**config.mk**
```make
export PLATFORM = sky130hd
export DESIGN_NAME = sst_cell
export DESIGN_NICKNAME = d
export VERILOG_FILES = /design/src/sst_pkg.sv /design/src/sst_cell.sv
export SDC_FILE = /design/constraint.sdc
export NUM_CORES = 1
export LEC_CHECK = 0
export BUFFER_PORTS_ARGS = -buffer_cell sky130_fd_sc_hd__buf_2
export CAP_MARGIN = 20
export CORE_ASPECT_RATIO = 0.9
export CORE_UTILIZATION = 30
export DETAILED_ROUTE_END_ITERATION = 7
export HOLD_SLACK_MARGIN = 0.15
export PLACE_DENSITY = 0.58
export SLEW_MARGIN = 20
export SYNTH_ARGS = -nofsm -noshare
export SYNTH_HDL_FRONTEND = slang
export SYNTH_SLANG_ARGS = --single-unit
```
**constraint.sdc**
```tcl
create_clock -name clk -period 5.5 [get_ports clk]
set_input_delay 0.275 -clock clk [delete_from_list [all_inputs] [get_ports clk]]
set_output_delay 0.275 -clock clk [all_outputs]
set_load 0.05 [all_outputs]
```
**src/sst_pkg.sv**
```systemverilog
// shared types and constants for the integer set span tracker
// no dependencies; imported by every other file of the block
package sst_pkg;

	localparam int CAPACITY = 64;
	localparam int CNT_W    = $clog2(CAPACITY + 1);
	localparam int CFG_W    = 7;
	localparam int LIM_W    = (CNT_W > CFG_W) ? CNT_W : CFG_W;
	localparam int VAL_W    = 32;
	localparam int GAP_W    = VAL_W + 1;

	localparam logic [CFG_W-1:0] MAX_COUNT_RST = CFG_W'(64);
	localparam logic [GAP_W-1:0] GAP_NONE      = {GAP_W{1'b1}};
	localparam logic [VAL_W-1:0] SIGN_FLIP     = {1'b1, {(VAL_W-1){1'b0}}};

	typedef enum logic [1:0] {
		ST_OK   = 2'd0,
		ST_FULL = 2'd1,
		ST_FEW  = 2'd2
	} status_t;

	typedef enum logic {
		OP_ADD   = 1'b0,
		OP_CLEAR = 1'b1
	} opcode_t;

	typedef struct packed {
		logic load;
		logic occ;
		logic tail;
	} cell_ctl_t;

endpackage

```
**src/sst_cell.sv**
```systemverilog
// one compare-and-shift cell of the sorted chain
// depends on sst_pkg
module sst_cell (
	input  logic                      clk,
	input  sst_pkg::cell_ctl_t        ctl,
	input  logic [sst_pkg::VAL_W-1:0] key,
	input  logic                      prev_gt,
	input  logic [sst_pkg::VAL_W-1:0] prev_val,
	output logic [sst_pkg::VAL_W-1:0] val,
	output logic                      gt
);
	import sst_pkg::*;

	logic [VAL_W-1:0] val_q;

	assign val = val_q;
	assign gt  = ctl.occ & (val_q > key);

	always_ff @(posedge clk) begin
		if (ctl.load) begin
			if (prev_gt) begin
				val_q <= prev_val;
			end else if (gt | ctl.tail) begin
				val_q <= key;
			end
		end
	end

endmodule

```
==> metrics <==
CTS tree done; vias in the first global route 1,749; grt ovf 0; Die Height 81.6 um; Critical Path RT 5.22 ns; Largest register FFs 32; # setup viols final 0; core area 0.00669 mm2; vias ~1.9k; Hold Crit Class in2reg; switching share of power 34.1%; crit end category output pin; WP data arrival between 2 and 3 ns; Worst-Margin Slew about 1.0 ns; Seq. cell area 961 um2; Comb pwr share around 30%; TritonCTS Buffers 5; Die Width 90.4 um; pin count of the biggest net entering global routing between 60 and 70; Sequential Power Share 44.5%; die area 0.00738 mm2; Lkg Pwr around 1.4 nW; initial drt markers 47; post-layout util a little over two fifths; synthesized instance count 217; Psw 0.232 mW; worst skew pair latency 0.28 ns; Tcrit/Tclk final 51.8%; Ys Warns 0; Port Buffer Count 101; share of cells above drive strength 1 34.7%; all-layer global routing usage 14.2%; critical path launch point type register; Max IR drop VDD 0.0000856 V; sequential-to-total area share from yosys stat 45.5%; RSZ-0062 raised after global routing false; Fillers approximately 700; Max clock buf depth 2; GP Congestion 0.742; Post-Syn Area between 0.002 and 0.0025 mm2; Netlist cell types 27; DR pass1 iterations 4; Crit Path Class reg2out; Max Cap Viol 0; Max Fclk between 0.3 and 0.4 GHz; Worst-path clk slew 0.07 ns; Layout area overhead 33.5%; synthesized area per cell 9.73 um2; wire per inst 12.6 um; Internal approximately 0.45 mW; status finished, final reports clean; first-pass GRT wire length 8030 um; setup TNS 0 ns; Max-slew headroom between 30% and 40%; hpwl dp 4070 um; area occupied by multi-input gates 0.00101 mm2; Cell Rows 28; clock power share 25.5%; H-tree levels 2; syn nets about 320; # clock sinks 32; post-CTS sizing 0; Post-CTS Setup Bufs 0; # IOs 102; layout net count 420; crit path time final 2.85 ns; Hold Buf Count CTS 0; max-slew violations 0; Initial Util 31.6%; Clock Skew 0.00382 ns; Inserted Diodes 0; initial antenna violation count 0; Final Hold Viols 0; Pwr Density 242 mW/mm2; Routed Antenna Nets 0; Root Buffer clkbuf_8; crit-path max FO 3; DRC viols 0; Synth Register Bits 32; average vias per placed instance 4.60; Post-Route WL 5170 um
## logic make-up after synthesis
group / share of synthesized area, %
compound gates: 15.7
flops: 45.5
fa+ha+maj: 19.0
buf+inv: 7.29
mux: 0.533
simple gates: 12.0
## worst paths after layout
kind / startpoint / to / slack (ns) / cells past startpoint
max: val[7] / gt / 2.65 / 7
min: prev_val[8] / val[8] / 0.27 / 3
max reg2reg: val[30] / val[26] / 2.77 / 7
min reg2reg: val[16] / val[8] / 1.34 / 5
## critical path: stages (launching register included)
cell and delay (ns):
edfxtp_1 0.39, ha_1 0.33, a21oi_1 0.15, o21ai_0 0.12
a221o_1 0.34, o31ai_1 0.48, a21boi_0 0.22, buf_2 0.28
## layout make-up
cell class              instances  share of cell area (%)
multi-input cells             146                    35.9
flip-flops and latches         32                    34.1
well taps                      90                    3.99
clock inverters                 1                   0.133
clock buffers                   7                    2.71
inverters                      32                    4.26
repair buffers                102                    18.9
## synth_stat cells, drive strengths merged
| cell | number | area, um2 |
|---|---|---|
| ha | 32 | 400 |
| or3 | 1 | 6.26 |
| nand4 | 8 | 56.3 |
| clkbuf | 6 | 22.5 |
| edfxtp | 32 | 961 |
| o21ai | 32 | 160 |
| a31oi | 1 | 6.26 |
| o211ai | 1 | 7.51 |
| buf | 1 | 11.3 |
| a211oi | 1 | 7.51 |
| mux2 | 1 | 11.3 |
| or4 | 1 | 7.51 |
| o31a | 1 | 8.76 |
| inv | 32 | 120 |
| a21oi | 13 | 65.1 |
| nor4b | 1 | 8.76 |
| nand2 | 34 | 128 |
| nor2b | 1 | 6.26 |
| a21boi | 1 | 7.51 |
| a2111oi | 1 | 8.76 |
| o31ai | 2 | 20.0 |
| a21o | 4 | 30.0 |
| a221o | 1 | 10.0 |
| nor2 | 3 | 11.3 |
| nand3 | 6 | 30.0 |
## cell usage in the layout, fill, tap and decap left out
cell / count
a21oi_1: 13
o31ai_1: 1
clkbuf_8: 5
a21boi_0: 1
nor2b_1: 1
a21o_1: 4
o31a_1: 1
clkbuf_1: 2
ha_1: 32
nand2_1: 34
clkinv_1: 1
nand4_2: 1
nand4_1: 7
a221o_1: 1
a31oi_4: 1
edfxtp_1: 32
or3_1: 1
or4_1: 1
a211oi_1: 1
nor4b_1: 1
buf_2: 101
nor2_1: 3
a2111oi_0: 1
o31ai_2: 1
mux2_2: 1
buf_16: 1
o21ai_0: 32
inv_1: 32
o211ai_1: 1
nand3_1: 6
## per-stage QoR
| stage | instance area [um2] | cells | total power, mW | setup slack (ns) | hold WS (ns) |
|---|---|---|---|---|---|
| 5_1_grt | 2820 | 410 | 0.720 | 2.42 | 0.275 |
| 3_3_place_gp | 2710 | 401 | 0.509 | 2.54 | 0.558 |
| 4_1_cts | 2790 | 409 | 0.690 | 2.49 | 0.257 |
| 3_5_place_dp | 2710 | 401 | 0.511 | 2.52 | 0.558 |
| 6_report | 2820 | 410 | 0.681 | 2.65 | 0.267 |
| 2_1_floorplan | 2110 | 217 | 0.446 | 1.52 | 0.462 |
## per-layer routing
metal | up-vias | routed length, um | track usage [%]
met2 | 44 | 2500 | 24.4
li1 | 976 | - | -
met4 | 0 | 108 | 7.42
met3 | 9 | 226 | 2.78
met1 | 855 | 2330 | 17.1
met5 | - | 0 | 0
## power by group through the flow
| stage | clock [mW] | sequential (mW) | combinational, mW |
|---|---|---|---|
| after global routing | 0.188 | 0.306 | 0.226 |
| after CTS | 0.183 | 0.304 | 0.203 |
| after global placement | 0 | 0.309 | 0.200 |
| final | 0.174 | 0.303 | 0.204 |
| after detailed placement | 0 | 0.310 | 0.202 |
| after floorplan | 0 | 0.372 | 0.0747 |
Note: power is estimated with default switching activity, not from simulation.
